==> src/rtl/assert_macros.svh <==
// Assertion macros shared by the deframer RTL.
// Clocked property checks with a synchronous reset as the disable term.
`ifndef ASSERT_MACROS_SVH
`define ASSERT_MACROS_SVH

// Property must hold at every rising clock edge out of reset.
`define ASSERT_AT(name, clk, rst, prop, msg) \
  name: assert property (@(posedge clk) disable iff (rst) prop) else $error(msg);

// Expression must never be true at a rising clock edge out of reset.
`define ASSERT_NEVER(name, clk, rst, expr, msg) \
  name: assert property (@(posedge clk) disable iff (rst) !(expr)) else $error(msg);

`endif

==> src/rtl/lprd_pkg.sv <==
// Shared types, constants and helpers for the length-prefixed record deframer.
// No dependencies; used by every module of the block.
package lprd_pkg;

  localparam int LENGTH_BITS_DEF = 28;
  localparam int LIMIT_W         = 28;
  localparam int MAGIC_LENGTH    = 4;
  localparam int CNT_W           = $clog2(MAGIC_LENGTH + 1);
  localparam int IDX_W           = (MAGIC_LENGTH > 1) ? $clog2(MAGIC_LENGTH) : 1;

  localparam logic [LIMIT_W-1:0] LIMIT_RESET = LIMIT_W'(65536);

  localparam logic [7:0] MAGIC_BYTES [8] = '{8'o002, 8'o014, 8'o017, 8'o013,
                                             8'h00, 8'h00, 8'h00, 8'h00};

  typedef enum logic [2:0] {
    ST_PAYLOAD    = 3'd0,
    ST_RAW        = 3'd1,
    ST_EMPTY      = 3'd2,
    ST_END        = 3'd3,
    ST_PAST_END   = 3'd4,
    ST_NOT_RECORD = 3'd5,
    ST_TRUNCATED  = 3'd6
  } status_t;

  typedef struct packed {
    logic [7:0] out_byte;
    status_t    status;
    logic       record_last;
    logic       over_limit;
  } result_t;

  typedef struct packed {
    result_t [MAGIC_LENGTH-1:0] items;
    logic [CNT_W-1:0]           count;
  } bundle_t;

  typedef struct packed {
    logic               force_record_mode;
    logic [LIMIT_W-1:0] record_limit;
  } cfg_t;

  function automatic result_t mk_result(logic [7:0] b, status_t s, logic last, logic ov);
    result_t r;
    r.out_byte    = b;
    r.status      = s;
    r.record_last = last;
    r.over_limit  = ov;
    return r;
  endfunction

endpackage

==> src/rtl/lprd_regs.sv <==
// APB configuration registers of the deframer: force_record_mode, record_limit.
// Depends on lprd_pkg.
module lprd_regs (
  input  logic             clk,
  input  logic             rst,
  input  logic             psel,
  input  logic             penable,
  input  logic             pwrite,
  input  logic [2:0]       paddr,
  input  logic [31:0]      pwdata,
  output logic [31:0]      prdata,
  output logic             pready,
  output lprd_pkg::cfg_t   cfg
);
  import lprd_pkg::*;

  localparam logic REG_FORCE = 1'b0;
  localparam logic REG_LIMIT = 1'b1;

  logic wr;

  assign pready = 1'b1;
  assign wr     = psel & penable & pwrite;

  always_ff @(posedge clk) begin
    if (rst) begin
      cfg.force_record_mode <= 1'b0;
      cfg.record_limit      <= LIMIT_RESET;
    end else if (wr) begin
      unique case (paddr[2])
        REG_FORCE: cfg.force_record_mode <= pwdata[0];
        REG_LIMIT: cfg.record_limit      <= pwdata[LIMIT_W-1:0];
        default: ;
      endcase
    end
  end

  always_comb begin
    unique case (paddr[2])
      REG_FORCE: prdata = {31'd0, cfg.force_record_mode};
      REG_LIMIT: prdata = 32'(cfg.record_limit);
      default:   prdata = '0;
    endcase
  end

endmodule

==> src/rtl/lprd_out_buf.sv <==
// Result bundle buffer and output register of the deframer. Depends on lprd_pkg.
// Drains up to MAGIC_LENGTH results per request, one per cycle if m_tready is high.
`include "assert_macros.svh"
module lprd_out_buf (
  input  logic              clk,
  input  logic              rst,
  input  logic              load,
  input  lprd_pkg::bundle_t bundle,
  output logic              in_ready,
  output logic              m_tvalid,
  input  logic              m_tready,
  output logic [7:0]        m_tdata,   // out_byte
  output logic [3:0]        m_tuser,   // [2:0] status, [3] over_limit
  output logic              m_tlast    // record_last
);
  import lprd_pkg::*;

  result_t [MAGIC_LENGTH-1:0] items;
  logic [CNT_W-1:0]           rem;
  logic [IDX_W-1:0]           ptr;
  result_t                    out_res;
  logic                       out_valid;
  logic                       pop;

  assign pop      = (rem != '0) && (!out_valid || m_tready);
  assign in_ready = (rem == '0) || ((rem == CNT_W'(1)) && pop);

  always_ff @(posedge clk) begin
    if (rst) begin
      rem       <= '0;
      out_valid <= 1'b0;
    end else begin
      if (load) begin
        items <= bundle.items;
        rem   <= bundle.count;
        ptr   <= '0;
      end else if (pop) begin
        rem <= rem - CNT_W'(1);
        ptr <= ptr + IDX_W'(1);
      end
      if (pop) begin
        out_res   <= items[ptr];
        out_valid <= 1'b1;
      end else if (m_tready) begin
        out_valid <= 1'b0;
      end
    end
  end

  assign m_tvalid = out_valid;
  assign m_tdata  = out_res.out_byte;
  assign m_tuser  = {out_res.over_limit, out_res.status};
  assign m_tlast  = out_res.record_last;

  `ASSERT_NEVER(a_load_busy, clk, rst, load && (rem > CNT_W'(1) || (rem == CNT_W'(1) && !pop)), "bundle overwritten before drained")
  `ASSERT_NEVER(a_rem_range, clk, rst, rem > CNT_W'(MAGIC_LENGTH), "bundle count out of range")

endmodule

==> src/rtl/length_prefixed_record_deframer_unit.sv <==
// Length-prefixed record deframer, top level.
// Holds the parse state machine; uses lprd_regs, lprd_out_buf and lprd_pkg.
//
// Input stream (s_*): one request per byte; s_tuser high marks end of input
// instead of a byte. Output stream (m_*): zero to four results per request, m_tdata the
// byte, m_tuser the status and over-limit flag, m_tlast the last payload byte.
// The first four bytes are checked against the magic header; on a match the
// stream is parsed as records (7-bit big-endian length digits, then payload),
// otherwise the stream fails (forced mode) or is passed through raw.
// Each result is registered in the bundle buffer, then in the output register.
// Throughput: one input request per cycle while m_tready is high; a header
// mismatch or an early end releases up to four results from one request, which
// drain one per cycle, while m_tready is high, with s_tready low. The state update
// is one pass of logic between the state registers and the result bundle register.
// Reset: synchronous rst clears the parser to header detection and loads the
// register defaults (auto-detect, limit 65536). When m_tready is low the
// output register holds its result; a request is taken into the bundle stage
// only while it is empty. Write the APB registers only while idle.
`include "assert_macros.svh"
module length_prefixed_record_deframer_unit #(
  parameter int LENGTH_BITS = lprd_pkg::LENGTH_BITS_DEF
) (
  input  logic        clk,
  input  logic        rst,
  input  logic        s_tvalid,
  output logic        s_tready,
  input  logic [7:0]  s_tdata,   // in_byte
  input  logic        s_tuser,   // command
  output logic        m_tvalid,
  input  logic        m_tready,
  output logic [7:0]  m_tdata,   // out_byte
  output logic [3:0]  m_tuser,   // [2:0] status, [3] over_limit
  output logic        m_tlast,   // record_last
  input  logic        psel,
  input  logic        penable,
  input  logic        pwrite,
  input  logic [2:0]  paddr,
  input  logic [31:0] pwdata,
  output logic [31:0] prdata,
  output logic        pready
);
  import lprd_pkg::*;

  localparam int CMP_W = (LENGTH_BITS > LIMIT_W) ? LENGTH_BITS : LIMIT_W;

  typedef enum logic [2:0] {
    PH_HEADER, PH_RAW, PH_IDLE, PH_LENGTH, PH_PAYLOAD, PH_FAILED
  } phase_t;

  cfg_t                   cfg;
  bundle_t                bundle;
  logic                   accept;

  phase_t                 phase, phase_next;
  logic [7:0]             held [MAGIC_LENGTH];
  logic [7:0]             held_next [MAGIC_LENGTH];
  logic [IDX_W-1:0]       held_count, held_count_next;
  logic [LENGTH_BITS-1:0] length_accum, length_accum_next;
  logic [LENGTH_BITS-1:0] bytes_left, bytes_left_next;
  logic                   end_seen, end_seen_next;
  logic                   limit_exceeded, limit_exceeded_next;

  logic                   magic_match;
  logic                   at_decision;
  logic                   acc_sat;
  logic [LENGTH_BITS+6:0] acc_shifted;
  logic [LENGTH_BITS-1:0] acc_new;

  lprd_regs u_regs (
    .clk     (clk),
    .rst     (rst),
    .psel    (psel),
    .penable (penable),
    .pwrite  (pwrite),
    .paddr   (paddr),
    .pwdata  (pwdata),
    .prdata  (prdata),
    .pready  (pready),
    .cfg     (cfg)
  );

  lprd_out_buf u_out (
    .clk      (clk),
    .rst      (rst),
    .load     (accept),
    .bundle   (bundle),
    .in_ready (s_tready),
    .m_tvalid (m_tvalid),
    .m_tready (m_tready),
    .m_tdata  (m_tdata),
    .m_tuser  (m_tuser),
    .m_tlast  (m_tlast)
  );

  assign accept = s_tvalid & s_tready;

  always_comb begin
    magic_match = (s_tdata == MAGIC_BYTES[MAGIC_LENGTH-1]);
    for (int i = 0; i < MAGIC_LENGTH - 1; i++) begin
      if (held[i] != MAGIC_BYTES[i]) magic_match = 1'b0;
    end
  end

  assign at_decision = (held_count == IDX_W'(MAGIC_LENGTH - 1));
  assign acc_sat     = |(length_accum >> (LENGTH_BITS - 7));
  assign acc_shifted = {length_accum, s_tdata[6:0]};
  assign acc_new     = acc_sat ? '1 : acc_shifted[LENGTH_BITS-1:0];

  always_comb begin
    phase_next          = phase;
    held_next           = held;
    held_count_next     = held_count;
    length_accum_next   = length_accum;
    bytes_left_next     = bytes_left;
    end_seen_next       = end_seen;
    limit_exceeded_next = limit_exceeded;
    bundle              = '0;
    if (accept) begin
      unique case (phase)
        PH_HEADER: begin
          if (s_tuser) begin
            if (cfg.force_record_mode) begin
              phase_next      = PH_FAILED;
              bundle.items[0] = mk_result(8'd0, ST_NOT_RECORD, 1'b0, 1'b0);
              bundle.count    = CNT_W'(1);
            end else begin
              for (int i = 0; i < MAGIC_LENGTH; i++) begin
                if (i < int'(held_count)) begin
                  bundle.items[i] = mk_result(held[i], ST_RAW, 1'b0, 1'b0);
                end else if (i == int'(held_count)) begin
                  bundle.items[i] = mk_result(8'd0, ST_END, 1'b0, 1'b0);
                end
              end
              bundle.count    = CNT_W'(held_count) + CNT_W'(1);
              held_count_next = '0;
              phase_next      = PH_RAW;
              end_seen_next   = 1'b1;
            end
          end else if (!at_decision) begin
            held_next[held_count] = s_tdata;
            held_count_next       = held_count + IDX_W'(1);
          end else begin
            held_count_next = '0;
            if (magic_match) begin
              phase_next = PH_IDLE;
            end else if (cfg.force_record_mode) begin
              phase_next      = PH_FAILED;
              bundle.items[0] = mk_result(8'd0, ST_NOT_RECORD, 1'b0, 1'b0);
              bundle.count    = CNT_W'(1);
            end else begin
              for (int i = 0; i < MAGIC_LENGTH - 1; i++) begin
                bundle.items[i] = mk_result(held[i], ST_RAW, 1'b0, 1'b0);
              end
              bundle.items[MAGIC_LENGTH-1] = mk_result(s_tdata, ST_RAW, 1'b0, 1'b0);
              bundle.count = CNT_W'(MAGIC_LENGTH);
              phase_next   = PH_RAW;
            end
          end
        end
        PH_RAW: begin
          bundle.count = CNT_W'(1);
          if (s_tuser) begin
            bundle.items[0] = mk_result(8'd0, end_seen ? ST_PAST_END : ST_END, 1'b0, 1'b0);
            end_seen_next   = 1'b1;
          end else begin
            bundle.items[0] = mk_result(s_tdata, ST_RAW, 1'b0, 1'b0);
          end
        end
        PH_IDLE, PH_LENGTH: begin
          if (s_tuser) begin
            bundle.count  = CNT_W'(1);
            end_seen_next = 1'b1;
            if (phase == PH_IDLE) begin
              bundle.items[0] = mk_result(8'd0, end_seen ? ST_PAST_END : ST_END, 1'b0, 1'b0);
            end else begin
              bundle.items[0]   = mk_result(8'd0, ST_TRUNCATED, 1'b0, 1'b0);
              phase_next        = PH_IDLE;
              length_accum_next = '0;
            end
          end else if (s_tdata[7]) begin
            length_accum_next = acc_new;
            phase_next        = PH_LENGTH;
          end else if (acc_new == '0) begin
            length_accum_next = '0;
            phase_next        = PH_IDLE;
            bundle.items[0]   = mk_result(8'd0, ST_EMPTY, 1'b0, 1'b0);
            bundle.count      = CNT_W'(1);
          end else begin
            bytes_left_next     = acc_new;
            limit_exceeded_next = CMP_W'(acc_new) > CMP_W'(cfg.record_limit);
            length_accum_next   = '0;
            phase_next          = PH_PAYLOAD;
          end
        end
        PH_PAYLOAD: begin
          bundle.count = CNT_W'(1);
          if (s_tuser) begin
            bundle.items[0]     = mk_result(8'd0, ST_TRUNCATED, 1'b0, limit_exceeded);
            phase_next          = PH_IDLE;
            bytes_left_next     = '0;
            limit_exceeded_next = 1'b0;
            end_seen_next       = 1'b1;
          end else begin
            bundle.items[0] = mk_result(s_tdata, ST_PAYLOAD,
                                        bytes_left == LENGTH_BITS'(1), limit_exceeded);
            bytes_left_next = bytes_left - LENGTH_BITS'(1);
            if (bytes_left == LENGTH_BITS'(1)) begin
              phase_next          = PH_IDLE;
              limit_exceeded_next = 1'b0;
            end
          end
        end
        default: begin
          phase_next      = PH_FAILED;
          bundle.items[0] = mk_result(8'd0, ST_NOT_RECORD, 1'b0, 1'b0);
          bundle.count    = CNT_W'(1);
        end
      endcase
    end
  end

  always_ff @(posedge clk) begin
    if (rst) begin
      phase          <= PH_HEADER;
      held_count     <= '0;
      length_accum   <= '0;
      bytes_left     <= '0;
      end_seen       <= 1'b0;
      limit_exceeded <= 1'b0;
    end else begin
      phase          <= phase_next;
      held           <= held_next;
      held_count     <= held_count_next;
      length_accum   <= length_accum_next;
      bytes_left     <= bytes_left_next;
      end_seen       <= end_seen_next;
      limit_exceeded <= limit_exceeded_next;
    end
  end

  `ASSERT_AT(a_payload_left, clk, rst, phase == PH_PAYLOAD |-> bytes_left != '0, "payload phase with no bytes left")
  `ASSERT_AT(a_failed_sticky, clk, rst, phase == PH_FAILED |=> phase == PH_FAILED, "left failed state")
  `ASSERT_AT(a_limit_in_payload, clk, rst, limit_exceeded |-> phase == PH_PAYLOAD, "over-limit flag outside a record")

endmodule
==> config.mk <==
export PLATFORM = sky130hd
export DESIGN_NAME = length_prefixed_record_deframer_unit
export DESIGN_NICKNAME = d
export VERILOG_FILES = /design/src/rtl/lprd_pkg.sv /design/src/rtl/lprd_regs.sv /design/src/rtl/lprd_out_buf.sv /design/src/rtl/length_prefixed_record_deframer_unit.sv
export VERILOG_INCLUDE_DIRS = /design/src /design/src/rtl
export SDC_FILE = /design/constraint.sdc
export NUM_CORES = 1
export LEC_CHECK = 0
export BUFFER_PORTS_ARGS = -buffer_cell sky130_fd_sc_hd__buf_2
export CORE_UTILIZATION = 50
export CTS_CLUSTER_DIAMETER = 60
export DETAILED_ROUTE_END_ITERATION = 10
export GPL_ROUTABILITY_DRIVEN = 0
export GPL_TIMING_DRIVEN = 1
export HOLD_SLACK_MARGIN = 0.06
export PLACE_DENSITY = 0.68
export SLEW_MARGIN = 30
export SYNTH_ARGS = -nofsm -noshare
export SYNTH_HDL_FRONTEND = slang
export SYNTH_SLANG_ARGS = --single-unit
==> constraint.sdc <==
create_clock -name clk -period 6.2 [get_ports clk]
set_clock_uncertainty 0.15 [all_clocks]
set_input_delay 0.93 -clock clk [delete_from_list [all_inputs] [get_ports clk]]
set_output_delay 0.93 -clock clk [all_outputs]
set_load 0.05 [all_outputs]
==> impl_metrics.toml, run 1 <==
[cts]
ctsLongestPathBuffers = 2
cts_tree = "done"
cts_inserted_buffers = 17
clkLatencyLatePin_ns = 0.44
clk_pin_slew_ns = 0.07
numClockSinks = 178
cts_hold_buf = 0
ctsResizeCount = 0
post_cts_buffers = 0
htreeDepth = 4
root_buffer = "clkbuf_16"

[worst_setup_path]
worstSetupEndpointType = "flip-flop"
slowest_delay_ns = 0.66
cp_data_required_time_ns = 6.34
cp_top_family = "simple AND/OR/NAND/NOR gates"
cp.buffers_inverters = 0
cp_cell_sequence = "or3_1 > or3_1 > ha_1 > and4_1 > a21oi_1 > a21boi_0 > a41o_1 > a2111oi_0 > a22oi_1"
cp_common_cell = "or3_1"
path_max_fanout = 22
startpoint_type = "flip-flop"
cpMaxStageDelayCell = "or3_1"
crit_arrival_ns = 3.58
crit_type = "reg2reg"

[routing]
vias_per_cell = 5.76
wl_mm = 22.1
drt_iter0_markers = 593
drc = 0
routedWlPerCell_um = 17.2
vias = 7408
drtPass1Iterations = 6
antenna_left = 0

[yosys]
syn_area_per_cell_um2 = 9.09
synth_top_area_cell = "edfxtp_1"
synth-warning-count = 0
synth_ff_type = "dfxtp_1"
synth_edf_count = 82
ys_seq_area_share_pct = 48.2
synthArstFlopShare_pct = 0
synth_top_area_share_pct = 27.1
netlist_instances = 1001
synth_area_leaders = "edfxtp_1 (27%), dfxtp_1 (21%), a21oi_1 (5.9%), nand2_1 (5.3%), ha_1 (4.7%)"
synth_seq_cells = 178
synthesis.area_um2 = 9100
synthDistinctLibCells = 67

[timing]
tns_ns = 0
max_freq_mhz = 291
slew_headroom_pct = 37.5
hold_slack_ns = 0.302
fin_ws_ns = 2.76
rsz0062_at_grt = "false"
min_period_ns = 3.44
timing.final.crit_share_pct = 55.4
finalHoldViolations = 0
worst_slew_pin_slew_ns = 0.937
final-setup-viol-count = 0
slew_violations = 0

[place]
placed_area_um2 = 9630
place_ws_ns = 2.56
numPortBuffers = 87
dp_hpwl_mm = 15.4

[die]
io_pins = 99
rows = 48
die_y_um = 137
die_w_um = 137
coreArea_um2 = 17500
initial_utilization_pct = 51.9
dieArea_um2 = 18700

[power_and_ir_drop]
irDropWorstVdd_mv = 0.268
p_leak_nw = 3.86
powerDensity_nw_per_um2 = 350

[final_layout]
drive_gt1_share_pct = 14.7
nets = 1134
finalInstanceArea_um2 = 10200
area_growth_pct = 12.6
diodes = 0

[grt]
track_usage_pct = 24.4
grt_max_degree = 84
grt_pass1_wl_mm = 35.3
grt_pass1_vias = 6838
antenna_found_initial = 0
grt-ovfl-total = 0

[min_path]
min_path_type = "reg2reg"

[run_status]
outcome = "complete, no violations"

[run]
cap_violations = 0
-- worst reg2reg max path, cell delays in order, from the launching register on --
cell and delay, ns:
dfxtp_1 0.33, or3_1 0.66, or3_1 0.53, ha_1 0.34, and4_1 0.22, a21oi_1 0.15
a21boi_0 0.13, a41o_1 0.23, a2111oi_0 0.44, a22oi_1 0.12
-- kinds of logic (layout without fill, tap and decap cells) --
group,Yosys count,in the layout,share of synthesized area (%)
and+or+nand+nor,432,432,23.4
AOI/OAI and AO/OA,227,227,15.2
DFF,178,178,48.2
buffers and inverters,111,169,5.24
adders and majority gates,34,34,4.67
muxes,13,13,2.82
xor gates and xnor gates,4,4,0.385
other,2,5,0.0825
-- cell usage in the layout, fill, tap and decap left out, types with 4 or more instances in the layout --
cell	netlist	layout
nand2_1	129	128
a21oi_1	108	108
dfxtp_1	96	96
nor2_1	93	90
buf_2	2	86
edfxtp_1	82	82
o21ai_0	46	46
and2_1	45	45
inv_1	43	43
nand3_1	39	38
ha_1	34	34
or3_1	26	26
nor3_1	24	23
nor4_1	20	19
clkbuf_16	0	17
a22o_1	11	11
mux4_2	10	10
nand2b_1	10	10
nand4_1	9	9
inv_8	0	8
a22oi_1	7	7
buf_4	6	7
nor4b_1	5	5
o31ai_1	5	5
nor2b_1	6	5
o32ai_1	5	5
a211oi_1	5	5
conb_1	2	5
nor3b_1	5	4
o22ai_1	4	4
and3_1	5	4
nand3b_1	4	4
o2bb2ai_1	4	4
-- sequential cells by signal, summed over array words and instances, names as in the netlist --
| name | flops |
|---|---|
| bytes_left | 28 |
| u_out.m_tvalid | 1 |
| phase | 3 |
| length_accum | 28 |
| u_out.ptr | 2 |
| u_out.items | 43 |
| held | 24 |
| end_seen | 1 |
| u_regs.cfg | 29 |
| u_out.m_tuser | 4 |
| u_out.m_tlast | 1 |
| u_out.rem | 3 |
| held_count | 2 |
| u_out.m_tdata | 8 |
| limit_exceeded | 1 |
-- synthesized netlist by cell type (3+ instances only) --
cell type	number
a211oi_1	5
a211oi_2	3
a21o_1	3
a21oi_1	108
a22o_1	11
a22oi_1	7
a311oi_1	3
and2_1	45
and3_1	5
and4b_1	3
buf_1	5
buf_4	6
buf_6	3
clkbuf_1	50
dfxtp_1	96
edfxtp_1	82
ha_1	34
inv_1	43
mux4_2	10
nand2_1	129
nand2b_1	10
nand3_1	39
nand3b_1	4
nand4_1	9
nor2_1	93
nor2b_1	6
nor3_1	24
nor3b_1	5
nor4_1	20
nor4b_1	5
o21ai_0	46
o22ai_1	4
o2bb2ai_1	4
o31ai_1	5
o32ai_1	5
or3_1	26
-- path summary, 6_finish.rpt --
check | slack [ns] | to | from | depth (start not counted)
worst max-delay path | 2.76 | limit_exceeded | length_accum[22] | 9
worst min register to register | 0.30 | u_regs.cfg[17] | u_regs.cfg[17] | 2
worst max register to register | 2.76 | limit_exceeded | length_accum[22] | 9
worst min-delay path | 0.30 | u_regs.cfg[17] | u_regs.cfg[17] | 2
-- through the flow --
stage	util [%]	power, mW	std cells
6_report	58.4	3.59	1287
3_3_place_gp	54.6	2.47	1253
5_1_grt	58.4	3.76	1287
3_5_place_dp	54.9	2.50	1255
4_1_cts	58.3	3.60	1287
2_1_floorplan	-	2.26	1004
-- metal layers --
layer	vias to the layer above	track usage [%]	wire (µm)
met5	-	0	0
met4	0	9.65	641
met3	40	4.04	1110
met2	259	40.3	10600
met1	3425	31.8	9750
li1	3684	-	-
-- where the power goes --
group	leakage, nW	internal, mW	switching [mW]
registers	1.54	1.41	0.102
clock network	0.303	0.583	0.523
logic	2.01	0.319	0.653
-- cell type report --
| cell class | instances | area [µm²] |
|---|---|---|
| repair buffers | 94 | 510 |
| fillers | 1576 | 7290 |
| clock buffers | 17 | 425 |
| clock inverters | 15 | 180 |
| inverters | 43 | 161 |
| well taps | 225 | 282 |
| multi-input cells | 715 | 4300 |
| flip-flops and latches | 178 | 4380 |
Note: power is estimated with default switching activity, not from simulation.
==> run 2, diff against run 1 <==
- ABC_AREA: not set -> 1
- clock period: 6.2 -> 3.6 ns (I/O delays scaled with it)
==> run 2 against run 1 <==
  * The run now ends with design-rule violations left
  * Critical endpoint unchanged
  * Synthesized cell count up 20%
  * Sequential cell count is the same
  * Synthesized area increased by 3.2%
  * Combinational power grew 120%
  * Wire length up 1.9%
  * Maximum frequency grew 21%
  * Highest routed layer unchanged
  * Power up 87%
  * Critical path type unchanged
==> impl_metrics.toml, run 2 <==
[run_status]
outcome = "complete, but fails checks"
violations = "design-rule violations"

[routing]
drc = 1
wl_mm = 22.6
drtPass1Iterations = 10
vias = 7960
drt_iter0_markers = 493
vias_per_cell = 5.28
routedWlPerCell_um = 15.0
antenna_left = 0

[timing]
slew_headroom_pct = 50.8
min_period_ns = 2.85
worst_slew_pin_slew_ns = 0.735
timing.final.crit_share_pct = 79.2
finalHoldViolations = 0
slew_violations = 0
max_freq_mhz = 351
tns_ns = 0
rsz0062_at_grt = "false"
final-setup-viol-count = 0

[yosys]
synth_top_area_cell = "edfxtp_1"
yosys-top-cells-count = "nand2_1 (212), nor2_1 (157), inv_1 (156), a21oi_1 (103), dfxtp_1 (96)"
synth_ff_type = "dfxtp_1"
syn_area_per_cell_um2 = 7.84
netlist_instances = 1198
synth-warning-count = 0
synthesis.area_um2 = 9390
synthArstFlopShare_pct = 0
synth_edf_count = 82
ys_seq_area_share_pct = 46.7
synthDistinctLibCells = 58
synth_most_common_cell = "nand2_1"
synth_top_area_share_pct = 26.2
synth_area_leaders = "edfxtp_1 (26%), dfxtp_1 (20%), nand2_1 (8.5%), nor2_1 (6.3%), inv_1 (6.2%)"
synth_seq_cells = 178

[place]
place_inst = 1477
numPortBuffers = 87
dp_hpwl_mm = 16.2
placed_area_um2 = 9950

[power_and_ir_drop]
powerDensity_nw_per_um2 = 632
irDropWorstVdd_mv = 0.346
p_total_mw = 6.69
p_leak_nw = 4.80

[cts]
clk_pin_slew_ns = 0.08
cts_hold_buf = 0
clkLatencyLatePin_ns = 0.44
htreeDepth = 4
cts_tree = "done"
ctsResizeCount = 0
ctsLongestPathBuffers = 2
post_cts_buffers = 0
numClockSinks = 178
cts_inserted_buffers = 17
root_buffer = "clkbuf_16"

[final_layout]
finalInstanceArea_um2 = 10600
top_register = "u_out.items"
drive_gt1_share_pct = 15.7
mostFrequentLayoutCells = "nand2_1 (212), inv_1 (156), nor2_1 (155)"
reg_top3 = "u_out.items (43), u_regs.cfg (29)"
final_common_cell = "nand2_1"
fillCellCount = 1667
area_growth_pct = 12.8
final-instance-count-excl-fill = 1509
nets = 1352
diodes = 0
final_util_pct = 58.2
largest_reg_flops = 43

[die]
io_pins = 99
dieArea_um2 = 19300
rows = 49
initial_utilization_pct = 51.6
die_w_um = 139
coreArea_um2 = 18200
die_y_um = 139

[min_path]
min_path_type = "in2reg"
min_from = "s_tdata[7]"
hold_end = "held[31]"
worstHoldPathCells = 1

[worst_setup_path]
crit_type = "reg2reg"
reg2reg_setup_slack_ns = 0.75
worstReg2RegStart = "length_accum[23]"
startpoint_type = "flip-flop"
r2r-end = "limit_exceeded"
cp_cell_sequence = "nor2_1 > nand2_1 > nor2_2 > inv_1 > buf_4 > or2_2 > ha_1 > nand4_1 > nor2_1 > nand2_1 > nor4_1 > nand2_1 > and2_1 > nand2_1 > a21oi_1"
cp.depth = 15
crit_arrival_ns = 3.01
cpMaxStageDelayCell = "or2_2"
cp_common_cell = "nand2_1"
slowest_delay_ns = 0.34
r2r_cells = 15
worstSetupEndpointType = "flip-flop"
path_max_fanout = 19
cp_top_family = "simple AND/OR/NAND/NOR gates"
cp.buffers_inverters = 2
cp_data_required_time_ns = 3.76
startpoint = "length_accum[23]"

[grt]
grt_pass1_vias = 7383
grt_pass1_wl_mm = 37.0
grt-ovfl-total = 0
grt_max_degree = 54
antenna_found_initial = 0
track_usage_pct = 24.1

[run]
cap_violations = 0
-- run 2: how the worst max path moves through the flow --
stage,to,slack (ns)
final,limit_exceeded,0.75
after global routing,limit_exceeded,0.51
after CTS,limit_exceeded,0.74
after detailed placement,limit_exceeded,0.74
after global placement,limit_exceeded,0.74
after floorplan,held[16],0.45
-- run 2: final cells by class --
class	count	area, µm²	area share, %
tap	229	287	2.70
timing repair buffer	98	518	4.89
sequential	178	4380	41.4
inverter	181	681	6.42
clock buffer	18	429	4.05
multi-input combinational	791	4080	38.5
clock inverter	14	218	2.06
-- run 2: through the flow --
step                setup WS [ns]  hold WS [ns]
detailed placement          0.744         0.309
global route                0.509         0.210
CTS                         0.741         0.185
global placement            0.744         0.304
floorplan                   0.453         0.294
finish                      0.750         0.199
-- run 2: power by group --
part           leakage, nW  switching (mW)  total (mW)  internal [mW]
sequential            1.54           0.130        2.54           2.41
combinational         2.94            1.49        2.10          0.612
clock                0.316           0.864        2.05           1.19
-- run 2: logic make-up after synthesis --
logic type | count (synthesis) | share of synthesized area, %
XOR/XNOR | 3 | 0.280
buffers and inverters | 232 | 10.1
AO/OA/AOI/OAI | 262 | 15.6
AND/OR/NAND/NOR | 487 | 22.7
adder cells (fa/ha/maj) | 34 | 4.53
flip-flops | 178 | 46.7
other | 2 | 0.0800
-- run 2: layer usage --
layer	global-route usage, %	up-vias	routed length [µm]
li1	-	4080	-
met1	29.9	3677	10000
met2	42.0	168	11100
met3	4.39	35	861
met4	8.71	0	550
met5	0	-	0
